[config.mk]
export PLATFORM = sky130hd
export DESIGN_NAME = dual_mwc_prng_hashed_seed_flat
export DESIGN_NICKNAME = d
export VERILOG_FILES = /design/src/dmwc_pkg.sv /design/src/dmwc_in_if.sv /design/src/dmwc_out_if.sv /design/src/dual_mwc_prng_hashed_seed.sv /design/src/flat_wrapper.sv
export SDC_FILE = /design/constraint.sdc
export NUM_CORES = 2
export LEC_CHECK = 0
export BUFFER_PORTS_ARGS = -buffer_cell sky130_fd_sc_hd__clkbuf_2
export CAP_MARGIN = 20
export CORE_MARGIN = 5
export CORE_UTILIZATION = 45
export CTS_BUF_LIST = sky130_fd_sc_hd__clkbuf_8
export DETAILED_ROUTE_END_ITERATION = 8
export GPL_TIMING_DRIVEN = 0
export SYNTH_ARGS = -nofsm -noshare
export SYNTH_HDL_FRONTEND = slang
export SYNTH_SLANG_ARGS = --single-unit
[constraint.sdc]
create_clock -name clk_i -period 22.2 [get_ports clk_i]
set_input_delay 2.22 -clock clk_i [delete_from_list [all_inputs] [get_ports clk_i]]
set_output_delay 2.22 -clock clk_i [all_outputs]
set_load 0.005 [all_outputs]
[src/dmwc_pkg.sv]
// Package for the dual multiply-with-carry generator with hashed seeding.
// Holds the field widths, the operation and register codes and the mixing constants.
// No dependencies; every other file of the block uses it.
package dmwc_pkg;

  localparam int unsigned WordW   = 32;
  localparam int unsigned StateW  = 64;
  localparam int unsigned CfgIdxW = 1;

  // Operation codes of an input beat.
  localparam logic OP_RESEED = 1'b0;
  localparam logic OP_NEXT   = 1'b1;

  // Configuration register indexes.
  localparam logic [CfgIdxW-1:0] CFG_MULT_FIRST  = 1'b0;
  localparam logic [CfgIdxW-1:0] CFG_MULT_SECOND = 1'b1;

  // Reset values of the multipliers.
  localparam logic [WordW-1:0] MULT_FIRST_RESET  = 32'hffff0207;
  localparam logic [WordW-1:0] MULT_SECOND_RESET = 32'hffff4b9f;

  // Finaliser constants and per-generator salts.
  localparam logic [StateW-1:0] MIX_K1      = 64'hff51afd7ed558ccd;
  localparam logic [StateW-1:0] MIX_K2      = 64'hc4ceb9fe1a85ec53;
  localparam logic [StateW-1:0] SALT_FIRST  = 64'h9368e53c2f6af274;
  localparam logic [StateW-1:0] SALT_SECOND = 64'h586dcd208f7cd3fd;
  localparam int unsigned       MIX_SHIFT   = 33;

  // One xor-shift round of the finaliser.
  function automatic logic [StateW-1:0] xor_shift(input logic [StateW-1:0] x);
    return x ^ (x >> MIX_SHIFT);
  endfunction

endpackage

[src/dmwc_in_if.sv]
// Input channel of the generator: valid/ready handshake with the operation and seeds.
// Depends on dmwc_pkg for the field widths.
interface dmwc_in_if;
  logic                       valid;
  logic                       ready;
  logic                       operation;
  logic [dmwc_pkg::WordW-1:0] seed_first;
  logic [dmwc_pkg::WordW-1:0] seed_second;

  modport source (output valid, operation, seed_first, seed_second, input ready);
  modport sink   (input valid, operation, seed_first, seed_second, output ready);
endinterface

[src/dmwc_out_if.sv]
// Output channel of the generator: valid/ready handshake with the random value.
// Depends on dmwc_pkg for the field width.
interface dmwc_out_if;
  logic                       valid;
  logic                       ready;
  logic [dmwc_pkg::WordW-1:0] random_value;

  modport source (output valid, random_value, input ready);
  modport sink   (input valid, random_value, output ready);
endinterface

[src/dual_mwc_prng_hashed_seed.sv]
// Top level: two 64-bit multiply-with-carry generators seeded through a 64-bit finaliser.
// All multiplications run through one shared 32x32 multiplier under a small sequencer.
// Depends on dmwc_pkg, dmwc_in_if and dmwc_out_if.
//
// Sequencing: a next beat steps the first generator, then the second, holding the last step
//   while the output register is full; no new beat is taken until the last is through. A reseed
//   runs the finaliser on each seed (twelve 32x32 products on the shared multiplier) before ready returns.
// Reset (rst_ni, asynchronous, active low): both states zero, multipliers at their defaults.
module dual_mwc_prng_hashed_seed (
  input  logic                         clk_i,
  input  logic                         rst_ni,
  input  logic                         cfg_we_i,
  input  logic [dmwc_pkg::CfgIdxW-1:0] cfg_idx_i,
  input  logic [dmwc_pkg::WordW-1:0]   cfg_data_i,
  dmwc_in_if.sink                      in_i,
  dmwc_out_if.source                   out_o
);

  localparam logic [1:0] ST_IDLE = 2'd0;
  localparam logic [1:0] ST_MIX  = 2'd1;
  localparam logic [1:0] ST_NEXT = 2'd2;

  localparam int unsigned W = dmwc_pkg::WordW;
  localparam int unsigned S = dmwc_pkg::StateW;

  logic [1:0]   state_q, state_d;
  logic [3:0]   step_q, step_d;
  logic [W-1:0] mult_first_q, mult_second_q;
  logic [S-1:0] gen_first_q, gen_first_d;
  logic [S-1:0] gen_second_q, gen_second_d;
  logic [W-1:0] seed2_q, seed2_d;
  logic [S-1:0] v_q, v_d;
  logic [S-1:0] acc_q, acc_d;
  logic [S-1:0] prod_q;
  logic [W-1:0] out_data_q, out_data_d;
  logic         out_valid_q, out_valid_d;

  logic [W-1:0] mul_a, mul_b;
  logic [S-1:0] mul_p;
  logic [S-1:0] k_sel;
  logic [S-1:0] mix_sum;
  logic [S-1:0] v_new;
  logic [S-1:0] mwc_sum;
  logic         accept;

  assign accept       = in_i.valid && in_i.ready;
  assign in_i.ready   = (state_q == ST_IDLE);
  assign out_o.valid  = out_valid_q;
  assign out_o.random_value = out_data_q;

  // The shared multiplier.
  assign mul_p = S'(mul_a) * S'(mul_b);

  // Finaliser constant for the current half of the mix, and the product assembly.
  assign k_sel   = step_q[2] ? dmwc_pkg::MIX_K2 : dmwc_pkg::MIX_K1;
  assign mix_sum = {acc_q[S-1:W] + prod_q[W-1:0], acc_q[W-1:0]};
  assign v_new   = dmwc_pkg::xor_shift(mix_sum);

  // Carry step: the registered product plus the high half of the state being stepped.
  assign mwc_sum = prod_q + {{W{1'b0}}, (step_q[1:0] == 2'd1) ? gen_first_q[S-1:W]
                                                               : gen_second_q[S-1:W]};

  // Operand selection for the shared multiplier.
  always_comb begin
    mul_a = '0;
    mul_b = '0;
    case (state_q)
      ST_MIX: begin
        case (step_q[1:0])
          2'd0: begin
            mul_a = v_q[W-1:0];
            mul_b = k_sel[W-1:0];
          end
          2'd1: begin
            mul_a = v_q[W-1:0];
            mul_b = k_sel[S-1:W];
          end
          2'd2: begin
            mul_a = v_q[S-1:W];
            mul_b = k_sel[W-1:0];
          end
          default: begin
            mul_a = '0;
            mul_b = '0;
          end
        endcase
      end
      ST_NEXT: begin
        if (step_q[1:0] == 2'd0) begin
          mul_a = mult_first_q;
          mul_b = gen_first_q[W-1:0];
        end else begin
          mul_a = mult_second_q;
          mul_b = gen_second_q[W-1:0];
        end
      end
      default: begin
        mul_a = '0;
        mul_b = '0;
      end
    endcase
  end

  // Sequencer.
  always_comb begin
    state_d      = state_q;
    step_d       = step_q;
    gen_first_d  = gen_first_q;
    gen_second_d = gen_second_q;
    seed2_d      = seed2_q;
    v_d          = v_q;
    acc_d        = acc_q;
    out_data_d   = out_data_q;
    out_valid_d  = out_valid_q && !out_o.ready;

    case (state_q)
      ST_IDLE: begin
        if (accept) begin
          step_d = '0;
          if (in_i.operation == dmwc_pkg::OP_RESEED) begin
            state_d = ST_MIX;
            seed2_d = in_i.seed_second;
            v_d     = dmwc_pkg::xor_shift(dmwc_pkg::SALT_FIRST ^
                                          {{W{1'b0}}, in_i.seed_first});
          end else begin
            state_d = ST_NEXT;
          end
        end
      end
      ST_MIX: begin
        step_d = step_q + 4'd1;
        case (step_q[1:0])
          2'd1: acc_d = prod_q;
          2'd2: acc_d = mix_sum;
          2'd3: begin
            v_d = v_new;
            // End of the second finaliser round: this seed's state is complete.
            if (step_q[2]) begin
              if (!step_q[3]) begin
                gen_first_d = v_new;
                v_d = dmwc_pkg::xor_shift(dmwc_pkg::SALT_SECOND ^ {{W{1'b0}}, seed2_q});
              end else begin
                gen_second_d = v_new;
                state_d      = ST_IDLE;
              end
            end
          end
          default: acc_d = acc_q;
        endcase
      end
      ST_NEXT: begin
        case (step_q[1:0])
          2'd0: step_d = 4'd1;
          2'd1: begin
            gen_first_d = mwc_sum;
            step_d      = 4'd2;
          end
          default: begin
            // Hold the last step until the output register is free.
            if (!out_valid_q || out_o.ready) begin
              gen_second_d = mwc_sum;
              out_data_d   = gen_first_q[W-1:0] + mwc_sum[W-1:0];
              out_valid_d  = 1'b1;
              state_d      = ST_IDLE;
            end
          end
        endcase
      end
      default: state_d = ST_IDLE;
    endcase
  end

  // Control state, generator states and configuration.
  always_ff @(posedge clk_i or negedge rst_ni) begin
    if (!rst_ni) begin
      state_q       <= ST_IDLE;
      step_q        <= '0;
      gen_first_q   <= '0;
      gen_second_q  <= '0;
      out_valid_q   <= 1'b0;
      mult_first_q  <= dmwc_pkg::MULT_FIRST_RESET;
      mult_second_q <= dmwc_pkg::MULT_SECOND_RESET;
    end else begin
      state_q      <= state_d;
      step_q       <= step_d;
      gen_first_q  <= gen_first_d;
      gen_second_q <= gen_second_d;
      out_valid_q  <= out_valid_d;
      if (cfg_we_i) begin
        case (cfg_idx_i)
          dmwc_pkg::CFG_MULT_FIRST:  mult_first_q  <= cfg_data_i;
          dmwc_pkg::CFG_MULT_SECOND: mult_second_q <= cfg_data_i;
          default: ;
        endcase
      end
    end
  end

  // Datapath registers, no reset needed.
  always_ff @(posedge clk_i) begin
    seed2_q    <= seed2_d;
    v_q        <= v_d;
    acc_q      <= acc_d;
    prod_q     <= mul_p;
    out_data_q <= out_data_d;
  end

endmodule

[src/flat_wrapper.sv]
// flat-port wrapper written by rule: the top's interface ports become plain ports
module dual_mwc_prng_hashed_seed_flat 
  (clk_i, rst_ni, cfg_we_i, cfg_idx_i, cfg_data_i, in_i_valid, in_i_operation, in_i_seed_first, in_i_seed_second, in_i_ready, out_o_valid, out_o_random_value, out_o_ready);
  dmwc_in_if in_i_i ();
  dmwc_out_if out_o_i ();
  input  logic clk_i;
  input  logic rst_ni;
  input  logic cfg_we_i;
  input  logic [dmwc_pkg::CfgIdxW-1:0] cfg_idx_i;
  input  logic [dmwc_pkg::WordW-1:0] cfg_data_i;
  input wire logic [$bits(in_i_i.valid)-1:0] in_i_valid;
  input wire logic [$bits(in_i_i.operation)-1:0] in_i_operation;
  input wire logic [$bits(in_i_i.seed_first)-1:0] in_i_seed_first;
  input wire logic [$bits(in_i_i.seed_second)-1:0] in_i_seed_second;
  output wire logic [$bits(in_i_i.ready)-1:0] in_i_ready;
  output wire logic [$bits(out_o_i.valid)-1:0] out_o_valid;
  output wire logic [$bits(out_o_i.random_value)-1:0] out_o_random_value;
  input wire logic [$bits(out_o_i.ready)-1:0] out_o_ready;
  assign in_i_i.valid = in_i_valid;
  assign in_i_i.operation = in_i_operation;
  assign in_i_i.seed_first = in_i_seed_first;
  assign in_i_i.seed_second = in_i_seed_second;
  assign in_i_ready = in_i_i.ready;
  assign out_o_valid = out_o_i.valid;
  assign out_o_random_value = out_o_i.random_value;
  assign out_o_i.ready = out_o_ready;
  dual_mwc_prng_hashed_seed u_core (.clk_i(clk_i), .rst_ni(rst_ni), .cfg_we_i(cfg_we_i), .cfg_idx_i(cfg_idx_i), .cfg_data_i(cfg_data_i), .in_i(in_i_i), .out_o(out_o_i));
endmodule
# Yosys cells after proc, flatten, opt, wreduce, memory -nomap -nowiden
# Index checks and enable logic that the tools add are counted.
classes:
  addsub: 4
  mul: 1
  n_eq_ne: 15
  n_mux: 40
  bitwise: 9
  reduce_logical: 24
ops:
  columns: ["op", "count"]
  rows:
  - ["$mux 64", 14]
  - ["$pmux 64 s2", 4]
  - ["$pmux 32 s2", 4]
  - ["$xor 64x31->64", 2]
  - ["$mux 32", 3]
  - ["$add 32x32->32", 2]
  - ["$add 64x32->64", 1]
  - ["$mul 32x32->64", 1]
  - ["$xor 63x30->63", 1]
  - ["$mux 62", 1]
  - ["$not 22->36", 1]
  - ["$not 18->34", 1]
  - ["$mux 2", 7]
  - ["$pmux 4 s3", 1]
  - ["$reduce_and 3->1", 4]
  - ["$reduce_and 6->1", 2]
  - ["$ne 2x1->1 const B", 5]
  - ["$ne 2x2->1 const B", 4]
  - ["$pmux 4 s2", 1]
  - ["$eq 2x2->1 const B", 3]
  - ["$pmux 2 s3", 1]
  - ["$reduce_and 2->1", 3]
  - ["$reduce_bool 2->1", 3]
  - ["$reduce_and 5->1", 1]
  - ["13 further kinds", 23]
word_totals:
  regBits: 455
  inputBits: 103
  output_inout_bits: 34

# Longest topological paths before layout
logic_depth:
  ltp_word: 6
  depth_mapped: 36
  ltp_nobuf: 33

# Least setup slack after synthesis
# No wires, ideal clock.
synth_timing:
  kind: "register to register"
  start: "register u_core.step_q[1]"
  end: "register u_core.prod_q[63]"
  t_arrival_ns: 9.170
  required_ns: 22.066
  path_slack_ns: 12.896
  path_stages_with_launch: 33
  synth_period_minus_slack_ns: 9.304
  path_cell_list: "dfrtp_1 -> inv_1 -> ha_1 -> clkbuf_1 -> nand2_1 -> inv_1 -> nand2_1 -> o21ai_0 -> and2_1 -> clkbuf_1 -> clkbuf_1 -> nand2_1 -> fa_1 -> fa_1 -> inv_1 -> fa_1 -> fa_1 -> fa_1 -> fa_1 -> fa_1 -> inv_1 -> fa_1 -> inv_1 -> ha_1 -> clkbuf_1 -> nand2_1 -> nor4_1 -> nand3_1 -> o21ai_2 -> a31oi_2 -> o31ai_4 -> a2111oi_1 -> or4_1"
synth_between:
  elab_chain_len: 5
  elab_cells_between_ends: 12
  classes_between: "mul (1); eq/ne (2); mux (6); reduce/logical (3)"
synth_lines:
  columns: ["item", "line_no", "rtl"]
  rows:
  - ["start: declaration", "dual_mwc_prng_hashed_seed.sv:27", "logic [3:0] step_q, step_d;"]
  - ["start signal: assignment", "dual_mwc_prng_hashed_seed.sv:185", "step_q <= step_d;"]
  - ["$eq 2x1->1 (tied with other cells)", "dual_mwc_prng_hashed_seed.sv:69", "case (step_q[1:0])"]
  - ["$reduce_or 2->1 (no line)", null, null]
  - ["$pmux 32 s2", "dual_mwc_prng_hashed_seed.sv:69", null]
  - ["$pmux 32 s2", "dual_mwc_prng_hashed_seed.sv:67", "case (state_q)"]
  - ["$mul 32x32->64 *", "dual_mwc_prng_hashed_seed.sv:52", "assign mul_p = S'(mul_a) * S'(mul_b);"]
  - ["named net u_core.mul_p[63]", "dual_mwc_prng_hashed_seed.sv:39", "logic [S-1:0] mul_p;"]
  - ["end signal: assignment", "dual_mwc_prng_hashed_seed.sv:204", "prod_q <= mul_p;"]
  - ["end: declaration", "dual_mwc_prng_hashed_seed.sv:34", "logic [S-1:0] prod_q;"]
# The timed path passes the listed nets; every way through them passes the cells marked *.
# A chain may end at the register's enable or synchronous reset.

# Worst setup path in the final report
layout_timing:
  start: "register u_core.step_q[0]"
  end: "register u_core.prod_q[60]"
# Same word-level chain as after synthesis.

==> results.ini <==
[run_status]
status = finished, final reports clean

[pwr]
p_per_area_nw_per_um2 = 139
cellLeakagePower_nw = 28.7
ir_worst_vdd_mv = 0.0721

[timing]
slew_headroom = 0.143
period_share = 0.614
period_needed_ns = 13.63
slew_viol_final = 0
rsz0062_at_grt = false
finalClockSkew_ns = 0.0548
fin_tns_setup_ns = 0
max_freq_mhz = 73.4
tightestPinTransition_ns = 1.28
finalHoldViolations = 0
setup_violations = 0
postLayoutSetupSlackWorst_ns = 8.57

[worst_hold_path]
min_to = u_core.gen_second_q[32]
hp-class = reg2reg
hold_path_depth = 2
min-delay-start = u_core.gen_second_q[32]

[logic_synthesis]
synthesis.area_sq_um = 56800
synth_area_per_cell_sq_um = 9.33
synth.distinct_cells = 94
synth_top_area_frac = 0.317
ys_seq_elements = 455
syn_inst = 6085
synth_ff_type = edfxtp_1
synth_most_common_cell = inv_1
synth_common_cells = inv_1 (931), fa_1 (899), nor2_1 (769)
synth_area_leaders = fa_1 (32%), edfxtp_1 (10%), ha_1 (8.1%)
ys_warn_count = 0
syn-num-nets = 7453
ys_seq_area_frac = 0.213
yosysTopAreaCell = fa_1
async_reset_ff_frac = 0.437
synth_edf_count = 192

[detailed_routing]
via_count = 47400
ant_nets = 0
wl_per_cell_um = 30.1
viasPerCell = 5.87
drc = 0
drt_pass1_iterations = 7
dr.first_iter.drc_count = 5658
drt_wl_total_mm = 243

[setup_path]
worstPathMaxFanout = 10
critical_path.max_stage_delay_ns = 1.01
worstReg2RegEnd = u_core.prod_q[60]
r2r_start = u_core.step_q[0]
ff2ff_path_depth = 35
r2r_slack_ns = 8.57
worstSetupPathType = reg2reg
cp_common_cell = fa_1
crit_slowest_cell = clkbuf_1
crit_arrival_ns = 14.19
critPathRequiredTime_ns = 22.76
startpoint_type = register
cp-end-kind = register

[floorplanning]
die_height_um = 365
core_sq_um = 125000
rows = 130
ios = 137
die_w_um = 365
die_area_sq_um = 133000
initial_core_util = 0.453

[placement]
dpl_worst_slack_ns = 9.27
gp_congestion = 1.06
port_buffers = 136
dpl.hpwl_mm = 203

[cts]
cts_tree = built
cts-root-buf = clkbuf_8
clkSinkCount = 455
postCtsSetupBuffers = 0
htreeDepth = 3
clk_pin_slew_ns = 0.06
clock_latency_ns = 0.73
post_cts_resized = 0
clock_path_buffers = 3
cts-buffers-inserted = 79
postCtsHoldBufs = 0

[grt]
grt_pass1_wl_mm = 343
grt_max_degree = 107
track_usage = 0.364
grt_pass1_vias = 47300
antenna_found_initial = 22
globalRouteOverflowTotal = 0

[finish]
fillCellCount = 12200
num-nets-final = 7728
regArea_sq_um = 12100
drive_gt1_frac = 0.0901
multi_input_area_sq_um = 40000
area_growth_pct = 9.03

[run]
drv_cap = 0

cell type report:
cell class	instances	area share
Sequential cell	455	0.195
Multi-Input combinational cell	4368	0.646
Clock inverter	60	0.00598
Tap cell	1650	0.0334
Timing Repair Buffer	194	0.0232
Buffer	331	0.0205
Clock buffer	85	0.0189
Antenna cell	9	0.000364
Inverter	931	0.0565
worst max-delay path, delay by kind of cell, from the launching register on:
kind / cells / cell delay [ns]
muxes: 1 / 0.40
adders and majority gates: 10 / 4.57
buffers and inverters: 11 / 3.80
DFF: 1 / 0.46
and+or+nand+nor: 4 / 0.73
AOI/OAI and AO/OA: 8 / 3.29
xor gates and xnor gates: 1 / 0.16
routing by layer:
metal  track usage  vias up  wire length, um
met5             0        -               94
met4         0.178        8            14900
met3         0.116      588            29200
met2         0.518     2733           100000
met1         0.505    24200            99300
li1              -    19900                -
through the flow:
stage	instance area, sq um	hold slack, ns	std cells	utilization	power [W]
floorplan	56800	0.444	6085	-	0.00486
global placement	59500	0.456	7871	0.475	0.00740
detailed placement	60200	0.464	7915	0.480	0.00754
CTS	61700	0.477	8060	0.492	0.00834
global route	61900	0.493	8076	0.493	0.00895
finish	61900	0.472	8083	0.493	0.00860
cell usage in the layout, fill, tap and decap left out, types with 77 or more instances in the layout:
cell      count
a21oi_1     206
dfrtp_1     153
fa_1        899
xnor2_1     122
xor2_1       82
inv_1       973
clkbuf_8     86
nor2_1      768
a21o_1      100
edfxtp_1    192
clkbuf_1    294
nand2_1     700
mux2_2      163
mux2i_1      77
ha_1        366
clkbuf_2    138
o21ai_0     233
flip-flops by register name, summed over array words and instances (netlist names), 2 cells and up:
name / flops
u_core.prod_q: 64
u_core.seed2_q: 32
u_core.step_q: 4
u_core.mult_first_q: 32
u_core.gen_first_q: 64
u_core.state_q: 2
u_core.mult_second_q: 32
u_core.gen_second_q: 64
u_core.v_q: 64
u_core.out_o.random_value: 32
u_core.acc_q: 64
report_power, final:
part	leakage, nW	switching [W]	internal (W)
Clock	0.945	0.000383	0.000393
Sequential	4.65	0.000183	0.00123
Combinational	23.1	0.00452	0.00189
Total	28.7	0.00508	0.00352
cell families after synthesis:
| kind of cell | share of synthesized area |
|---|---|
| AO/OA/AOI/OAI | 0.0939 |
| multiplexers | 0.0459 |
| AND/OR/NAND/NOR | 0.134 |
| adder cells (fa/ha/maj) | 0.398 |
| flip-flops | 0.213 |
| XOR/XNOR | 0.0318 |
| buffers and inverters | 0.0839 |
worst max path at each step:
stage	slack (ns)	from	endpoint
finish	8.57	u_core.step_q[0]	u_core.prod_q[60]
global route	8.86	u_core.step_q[0]	u_core.prod_q[60]
CTS	9.23	u_core.step_q[0]	u_core.prod_q[60]
detailed placement	9.27	u_core.step_q[0]	u_core.prod_q[60]
global placement	8.98	u_core.step_q[0]	u_core.prod_q[63]
floorplan	12.90	u_core.step_q[1]	u_core.prod_q[63]
Note: power is estimated with default switching activity, not from simulation.
